**src/aes192_cbc_block_decrypt_reset_iv_assert.svh**
```systemverilog
// Assertion macros for the AES-192 CBC block decryptor.
// Used by the top level only; relies on clk and arst_n in the including scope.
`ifndef AES192_CBC_BLOCK_DECRYPT_RESET_IV_ASSERT_SVH
`define AES192_CBC_BLOCK_DECRYPT_RESET_IV_ASSERT_SVH

// same-cycle implication
`define ACBD_ASSERT_NOW(label, ante, cons, msg) \
	label: assert property (@(posedge clk) disable iff (!arst_n) (ante) |-> (cons)) \
		else $error(msg);

// next-cycle implication
`define ACBD_ASSERT_NEXT(label, ante, cons, msg) \
	label: assert property (@(posedge clk) disable iff (!arst_n) (ante) |=> (cons)) \
		else $error(msg);

`endif

```
**src/acbd_ram.sv**
```systemverilog
// Generic single-write, single-read RAM with registered read data.
// No dependencies.
module acbd_ram #(
	parameter int WIDTH = 128,
	parameter int DEPTH = 13
) (
	input  logic                     clk,
	input  logic                     we,
	input  logic [$clog2(DEPTH)-1:0] waddr,
	input  logic [WIDTH-1:0]         wdata,
	input  logic [$clog2(DEPTH)-1:0] raddr,
	output logic [WIDTH-1:0]         rdata
);

	logic [WIDTH-1:0] mem_q [DEPTH];

	always_ff @(posedge clk) begin
		if (we) mem_q[waddr] <= wdata;
		rdata <= mem_q[raddr];
	end

endmodule

```
**config.mk**
```make
export PLATFORM = sky130hd
export DESIGN_NAME = acbd_ram
export DESIGN_NICKNAME = d
export VERILOG_FILES = /design/src/aes192_cbc_block_decrypt_reset_iv_assert.svh /design/src/acbd_ram.sv
export SDC_FILE = /design/constraint.sdc
export NUM_CORES = 1
export LEC_CHECK = 0
export BUFFER_PORTS_ARGS = -buffer_cell sky130_fd_sc_hd__buf_4
export CORE_ASPECT_RATIO = 1.5
export CORE_MARGIN = 10
export CORE_UTILIZATION = 40
export DETAILED_ROUTE_END_ITERATION = 12
export PLACE_DENSITY = 0.6
export SLEW_MARGIN = 40
export SYNTH_ARGS = -nofsm -noshare
export SYNTH_HDL_FRONTEND = slang
export SYNTH_SLANG_ARGS = --single-unit
```
**constraint.sdc**
```tcl
create_clock -name clk -period 14.3 [get_ports clk]
set_clock_uncertainty 0.2 [all_clocks]
set_input_delay 1.43 -clock clk [delete_from_list [all_inputs] [get_ports clk]]
set_output_delay 1.43 -clock clk [all_outputs]
set_load 0.02 [all_outputs]
```
; After elaboration in Yosys (flattened, before gate mapping)
; Memories as Yosys holds them, arrays and structs flattened. A register that Yosys moved wholly into a read port is not among the register bits.
; Index checks and enable logic that the tools add are counted.
[totals]
word_cells = 3
ram_bits = 1664
in_bits = 138
ff_bits = 0
memories = 1
[mem_list]
columns = name, words, width, read_ports, rd_ports_with_merged_regs, write_ports, line_no
row1 = mem_q, 13, 128, 1, 1, 1, acbd_ram.sv:15  ; logic [WIDTH-1:0] mem_q [DEPTH];
[op_classes]
muxes = 2
[op_table]
columns = operator, n
row1 = 1-bit 2-to-1 mux, 2

; Longest topological paths before layout
; Gate-level depths: netlist (run 1).
[logic_depth]
ltp_word = 2
mapped_depth = 7

; Worst setup path before layout (run 1)
; OpenSTA, ideal clock, no wires.
[synth_path]
kind = in2reg
from = in waddr[2]
to = mem mem_q[0][0] (enable)
required_time_ns = 13.326
stages = 2
arrival_ns = 10.583
n_path_buf = 0
setup_slack_ns = 2.743
setup_time_ns = 0.774
cell_sequence = or3b_2 nor3_1
[synth_lines]
columns = element, line_no
row1 = start: declaration, acbd_ram.sv:9  ; input logic [$clog2(DEPTH)-1:0] waddr,
row2 = end: declaration, acbd_ram.sv:15
; Straight into the memory's write port.

==> results.md, run 1 <==
- The flow ran to the end, and the final reports show no timing, DRC or antenna violations.
- The finished cells cover 74,940 µm².
- The floorplan die height is 513.1 µm.
- The core area is 160,800 µm².
- The total setup violations reported at the end of the flow is 0.
- Dividing the detail-routed via count by the number of cells gives 5.510.
- The critical path contains buffers and inverters numbering 5 combined.
- The pre-antenna-repair detailed-routing pass consisted of 7 iterations.
- The highest clock frequency the design can meet is 243.5 MHz.
- The global routing usage summed across all routing layers is 16.70%.
- The number of pins exceeding their max-slew limit in the final report is 0.
- For this design the ratio of total power to cell area is 144.3 nW/µm².
- Clock-pin slew was measured on the worst setup and hold paths at 0.06 ns.
- After the flow finishes, the layout carries non-filler instances totaling 5,318.
- The net total in the final layout is 3,218.
- Data on the critical path is required at its endpoint by 14.73 ns.
- Buffers inserted during clock tree synthesis total 165.
- The final routed wirelength across all metal layers is 149,800 µm.
- The number of hold-slack violations in the final timing report came to 0.
- The largest single stage delay on the critical path is 0.62 ns.
- The largest driver fanout on the critical path is 39.
- The count of nets left with antenna violations once routing finished came out at 0.
- The synthesized instance count is 2,726.
- The initial utilization of the core area, before any placement, comes to 40.32%.
- Relative to the synthesized area, the layout overhead comes to 15.57%.
- The TritonCTS clock tree is done.
- The floorplan die width is 348.7 µm.
- The transition time of the tightest slew-check pin is 0.8731 ns.
- The number of enable-type register cells in the synthesized netlist is 1,664.
- The detailed router finished its first iteration with 2,564 violations.
- The count of buffers from port buffering is 265.
- The number of max-cap violations is 0.
- The minimum clock period after layout is 4.107 ns.
- The largest individual stage delay along the critical path comes from the cell sky130_fd_sc_hd__buf_4.
- The worst setup slack before clock tree synthesis is 9.005 ns.
- The first global-routing pass estimated 218,100 µm of wire.
- The type of the most critical hold path is flop to flop.
- The number of synthesis warnings is 0.
- STA classifies the critical path endpoint as a flop.
- The tree is rooted in a sky130_fd_sc_hd__clkbuf_16.
- After clock tree synthesis, the flow added hold-fix buffers numbering 0.
- The worst path meets setup with 10.19 ns of slack.
- After detailed placement, the total cell area comes to 69,480 µm².
- The analysis attributes to cell leakage a power of 24.02 nW.
- The number of antenna violations at the first check in global routing is 19.
- The overall power is 10.82 mW.
- The overall via count from detail_route is 29.30k.
- The synthesized design contains 1,792 register bits.
- The number of clock sinks is 1,792.
- A synthesized cell averages 23.79 µm².
- The largest total area in the synthesized netlist belongs to sky130_fd_sc_hd__edfxtp_1.
- By instance count, the cell type seen most on the critical path is sky130_fd_sc_hd__buf_4.
- Yosys attributes the largest share of cell area to sky130_fd_sc_hd__edfxtp_1 77%, sky130_fd_sc_hd__mux4_2 13%, sky130_fd_sc_hd__dfxtp_1 4.0%.
- The number of H-tree levels is 4.
- The largest net degree at the start of global routing is 98.
- In the finished design, the share of the clock period the worst path needs comes to 28.72%.
- After synthesis, the most frequently instantiated cells are 1,664 x sky130_fd_sc_hd__edfxtp_1, 384 x sky130_fd_sc_hd__mux4_2.
- The filler cell count in the final layout is 13.25k.
- The via count of the first global-routing pass is 31.38k.
- Among cell families on the critical path, the largest total delay comes from buffers and inverters.
- The sequential area share after synthesis is 81.01%.
- For this design the top-level I/O count stands at 266.
- Summed over all layers, the global routing overflow is 0.
- The number of placement rows is 180.
- The share of post-route cells with drive strength above 1 is 30.20%.
- Setup repair after global routing left no endpoint under its margin.
- The final HPWL from detailed placement is 74,990 µm.
- Measured against its own limit, the worst slew margin works out to 41.80%.
- Setup total negative slack on the finished layout was measured at 0 ns.
- The async set-or-reset flop fraction in the synthesized netlist is 0%.
- The number of placed instances, taps included, is 5,001.
- The maximum vdd drop is 0.1074 mV.
- The number of resized instances in the post-cts repair step is 0.
- The worst setup path is launched from a primary input.
- The number of nets in the synthesized netlist is 2,864.
- The critical path start-end classification is primary input to flop.
- Routability-driven placement finished with a final weighted congestion of 0.6908.
- By instance count, the leading cell after synthesis is sky130_fd_sc_hd__edfxtp_1.
- The data arrival time of the critical path is 4.53 ns.
- No sink is reached through more buffers than the 3 on the longest clock path.
- After detailed routing, the average wire length per cell comes to 28.16 µm.
- For this run, the leading register cell type out of synthesis is sky130_fd_sc_hd__edfxtp_1.
- The area fraction of the dominant cell type after synthesis is 77.06%.
- The die covers 178,900 µm².
- After synthesis, the netlist uses 21 different library cells.
- The critical path goes through buf_8 -> buf_4 -> buf_6 -> buf_4 -> buf_12 -> mux4_2 -> o22ai_1 -> a21oi_1.
- After detailed routing, the number of remaining DRC violations is 0.
- For the worst-skew pair, the clock arrives at the later sink with an insertion delay of 0.80 ns.
- The post-synthesis instance area is 64,840 µm².
- After clock tree synthesis, the setup repair step added 0 buffers.
kinds of logic (layout without fill, tap and decap cells):
logic type	after synthesis	after routing	synth area share (%)
flops	1792	1792	81.01
simple gates	24	24	0.1910
other cells	0	3	0
buf+inv	142	638	1.260
compound gates	256	256	2.223
mux	512	512	15.31
final cells by class:
type	instances	area (µm²)	area share (%)
antenna	3	7.507	0.01002
clock buffer	230	4628	6.176
clock inverter	79	693.2	0.9250
multi-input combinational	792	11600	15.48
sequential	1792	52530	70.10
tap	2093	2619	3.495
timing repair buffer	329	2858	3.813
path summary, 6_finish.rpt:
kind                            cells after the start  slack, ns           from        end
worst min register to register                      2       0.34  mem_q[12][15]  rdata[15]
worst max-delay path                                8      10.19       raddr[0]  rdata[84]
worst min-delay path                                2       0.34  mem_q[12][15]  rdata[15]
worst max register to register                      3      12.80   mem_q[7][93]  rdata[93]
tightest hold or removal path, delay by kind of cell, from the launching register on:
| kind | cells | cell delay, ns |
|---|---|---|
| flip-flops | 1 | 0.33 |
| AO/OA/AOI/OAI | 1 | 0.12 |
| multiplexers | 1 | 0.07 |
cells in the final DEF, fill, tap and decap left out, drive strengths merged:
master,n
nand2,1
edfxtp,1664
a21oi,128
nor3,4
o22ai,128
bufinv,9
nand3,1
clkbuf,230
buf,329
or2,2
or3b,1
clkinvlp,6
mux2i,128
dfxtp,128
inv,6
mux4,384
nand3b,2
nor2,9
clkinv,58
diode,3
nand2b,4
flip-flops by register name (all words and copies together) (netlist names):
| register | count |
|---|---|
| rdata | 128 |
| mem_q | 1664 |
routing by layer:
metal  global-route usage (%)  vias up  part of all wire [%]
li1                         -    12310                     -
met1                    22.64    15950                    43
met2                    27.39      822                    49
met3                    3.643      197                   6.1
met4                    4.128       28                   1.7
met5                        0        -                  0.12
stage by stage:
step	hold slack [ns]	utilization [%]
floorplan	0.3095	-
global placement	0.3190	43.10
detailed placement	0.3284	43.21
CTS	0.3374	46.52
global route	0.3612	46.60
finish	0.3374	46.60
where the power goes:
| part | internal (mW) | leakage [nW] | switching (mW) | total [mW] |
|---|---|---|---|---|
| sequential | 5.86 | 16.1 | 0.0505 | 5.91 |
| clock | 2.43 | 2.60 | 1.90 | 4.33 |
| combinational | 0.241 | 5.31 | 0.331 | 0.573 |
Power figures use the tool's default switching activity.
==> inputs of run 2 (changes only) <==
==> constraint.sdc (replaced) <==
create_clock -name clk -period 4 [get_ports clk]
set_clock_uncertainty 0.2 [all_clocks]
set_input_delay 0.4 -clock clk [delete_from_list [all_inputs] [get_ports clk]]
set_output_delay 0.4 -clock clk [all_outputs]
set_load 0.02 [all_outputs]
==> run 2 against run 1 <==
Against the previous run: sequential cell count stayed put; worst setup slack got worse by 8.7 ns; hold slack lost 0.20 ns; wire length rose by 3.2%; non-clock buffer count rose by 180; die area unchanged; clock-buffer cell count up 8; largest power group unchanged.
==> results.md, run 2 (synthesized netlist as in run 1, its figures left out) <==
- The smallest clock period supported by the final layout is computed as 2.491 ns.
- The kind of capture point of the worst setup path is a flop.
- The die area is 178,900 µm² (unchanged).
- The number of buffer and inverter instances along the worst setup path is 3 (-2).
- The number of max-cap violations came to 0 (unchanged).
- The part of the total power dissipated in the clock network is 40.2% (+0.2 points).
- The via count of the first global-routing pass is 32.14k (+2.4%).
- The total setup violations reported at the end of the flow is 0 (unchanged).
- The power density over cell area is 507.5 nW/µm² (+250%).
- The top register by number of flip-flops is mem_q.
- The core area is 160,800 µm² (unchanged).
- The post-route worst setup slack came to 1.509 ns (-8.684 ns).
- The worst hold path belongs to the class primary input to flop.
- The clock buffer count from CTS is 165 (unchanged).
- The fraction of power spent switching nets is 21.16% (+0.082 points).
- The number of clock sinks is 1,792 (unchanged).
- The cell family contributing the most delay on the critical path is buffers and inverters.
- The count of buffers from port buffering was 265 (unchanged).
- By instance count, the cell type seen most on the critical path is sky130_fd_sc_hd__dlygate4sd3_1.
- The mean routed wirelength per cell came to 28.10 µm (-0.22%).
- The largest registers in the layout are mem_q (1664), rdata (128).
- The sort of element at the start of the critical path is a primary input.
- The clock transition time at the flip-flop clock pins of the worst setup and hold paths is 0.07 ns (about the same).
- The final core utilization was 47.96% (+1.4 points).
- The clock latency of the later-clocked register in the worst-skew pair is 0.81 ns (about the same).
- The power share of the sequential group is 54.0% (-0.7 points).
- The final HPWL from detailed placement is 84,380 µm (+13%).
- The setup TNS after final layout is 0 ns (unchanged).
- The number of flip-flops in the largest register is 1,664 (unchanged).
- The cell at the slowest stage of the critical path is sky130_fd_sc_hd__dlygate4sd3_1.
- The transition time of the tightest slew-check pin is 0.8469 ns (-0.02615 ns).
- The proportion of power drawn by combinational gates is 5.8% (+0.5 points).
- The maximum vdd drop is 0.4619 mV (+330%).
- The number of placement rows is 180 (unchanged).
- Of the available clock period, the critical path in the final layout requires 62.28%.
- The detailed-routing iteration count for the pre-antenna-repair pass is 5 (-2).
- TritonCTS built the clock tree.
- The relative area change from synthesis to final layout is 18.95%.
- The global routing usage summed across all routing layers was 17.16% (+0.46 points).
- The worst slew slack as a fraction of its limit is 43.36% (+1.6 points).
- The largest net degree at the start of global routing is 75 (-23%).
- The share of post-route cells with drive strength above 1 is 29.79% (-0.40 points).
- The most common library cell in the layout ignoring fill and taps is sky130_fd_sc_hd__edfxtp_1.
- The critical path start-end classification is primary input to flop.
- The count of routing violations after the opening detailed-route iteration was 2,386 (-6.9%).
- The starting utilization of the core area is 40.32% (unchanged).
- The setup slack of the most critical reg-to-reg path is 2.31 ns (-10.49 ns).
- The maximum single-stage delay on the critical path is 0.68 ns (+0.06 ns).
- The number of antenna violations at the first check in global routing is 14 (-5).
- The number of resized instances in the post-cts repair step is 0 (unchanged).
- The worst setup slack before clock tree synthesis was 1.230 ns (-7.775 ns).
- The detail-routed via count per cell is 5.473 (-0.68%).
- The number of pins exceeding their max-slew limit in the final report is 0 (unchanged).
- The number of top-level pins came to 266 (unchanged).
- The largest driver fanout on the critical path came to 4 (-90%).
- The final routed wirelength across all metal layers came to 154,500 µm (+3.2%).
- Setup repair after global routing left no endpoint under its margin.
- The floorplan die height came to 513.1 µm (unchanged).
- The data required time of the worst path is 4.30 ns (-10.43 ns).
- The leftover overflow at the end of global routing is 0 (unchanged).
- The cell leakage power is 24.96 nW (+3.9%).
- The total net switching power came to 8.282 mW (+260%).
- The cell internal power dissipation is 30.86 mW (+260%).
- The root buffer cell is sky130_fd_sc_hd__clkbuf_16.
- Derived from the worst setup path, the maximum achievable clock frequency is 401.4 MHz.
- The number of nets still failing antenna checks after routing is 0 (unchanged).
- The net total in the final layout is 3,398 (+5.6%).
- The number of design rule violations left after detail routing came to 0 (unchanged).
- The critical path goes through dlygate4sd3_1 -> buf_4 -> nand3b_1 -> nor3_4 -> dlygate4sd3_1.
- The global placement routability congestion came to 0.7157 (+3.6%).
- The overall via count from detail_route is 30.09k (+2.7%).
- The run finished with clean final reports.
- In the layout the commonest cells are 1,664 x sky130_fd_sc_hd__edfxtp_1, 384 x sky130_fd_sc_hd__mux4_2, 314 x sky130_fd_sc_hd__buf_4.
- The floorplan die width is 348.7 µm (unchanged).
- The global-route wire length before repair was 224,700 µm (+3.0%).
- The deepest clock path buffer count is 3 (unchanged).
- The number of hold-slack violations in the final timing report is 0 (unchanged).
- The number of H-tree levels is 4 (unchanged).
- The data arrival time of the critical path is 2.79 ns (-1.74 ns).
-- run 2: repair_timing --
item                      4_1_cts  5_1_grt
hold endpoints to repair     1715        0
buffers inserted                0        0
hold buffers                  136        0
-- run 2: final cells by class --
cell class              instances  area (µm²)
diodes                          5       12.51
clock buffers                 238        4646
clock inverters                69       808.3
fillers                     13110       83680
multi-input cells             792       11640
flip-flops and latches       1792       52530
well taps                    2093        2619
repair buffers                509        4871
-- run 2: stage by stage --
stage / area, µm² / total power, mW / hold slack, ns / cells
4_1_cts: 77100 / 39.60 / 0.1003 / 5492
3_3_place_gp: 70290 / 23.68 / 0.3219 / 5049
6_report: 77130 / 39.14 / 0.1325 / 5498
2_1_floorplan: 64930 / 22.65 / 0.2989 / 2726
5_1_grt: 77120 / 40.44 / 0.1545 / 5495
3_5_place_dp: 70290 / 23.73 / 0.3297 / 5049
-- run 2: worst paths after layout --
| check | from | end | cells past startpoint |
|---|---|---|---|
| max | waddr[2] | mem_q[8][118] | 5 |
| min | raddr[1] | rdata[50] | 4 |
| max reg2reg | mem_q[9][111] | rdata[111] | 3 |
| min reg2reg | mem_q[12][55] | rdata[55] | 2 |
-- run 2: worst min-delay path, delay by kind of cell --
| kind | cells | cell delay [ns] |
|---|---|---|
| multiplexers | 2 | 0.34 |
| AO/OA/AOI/OAI | 1 | 0.13 |
| buffers and inverters | 1 | 0.21 |
-- run 2: power by group through the flow --
stage / sequential (mW) / clock (mW) / combinational, mW
CTS: 21.1 / 16.1 / 2.33
global placement: 21.5 / 0 / 2.17
finish: 21.1 / 15.8 / 2.27
floorplan: 21.6 / 0 / 1.01
global route: 21.1 / 16.8 / 2.45
detailed placement: 21.5 / 0 / 2.20
-- run 2: layer usage --
layer | wire length [µm] | GRT usage [%]
met1 | 64190 | 22.54
met2 | 78810 | 29.12
met3 | 7927 | 3.100
met4 | 3495 | 4.864
met5 | 66 | 0
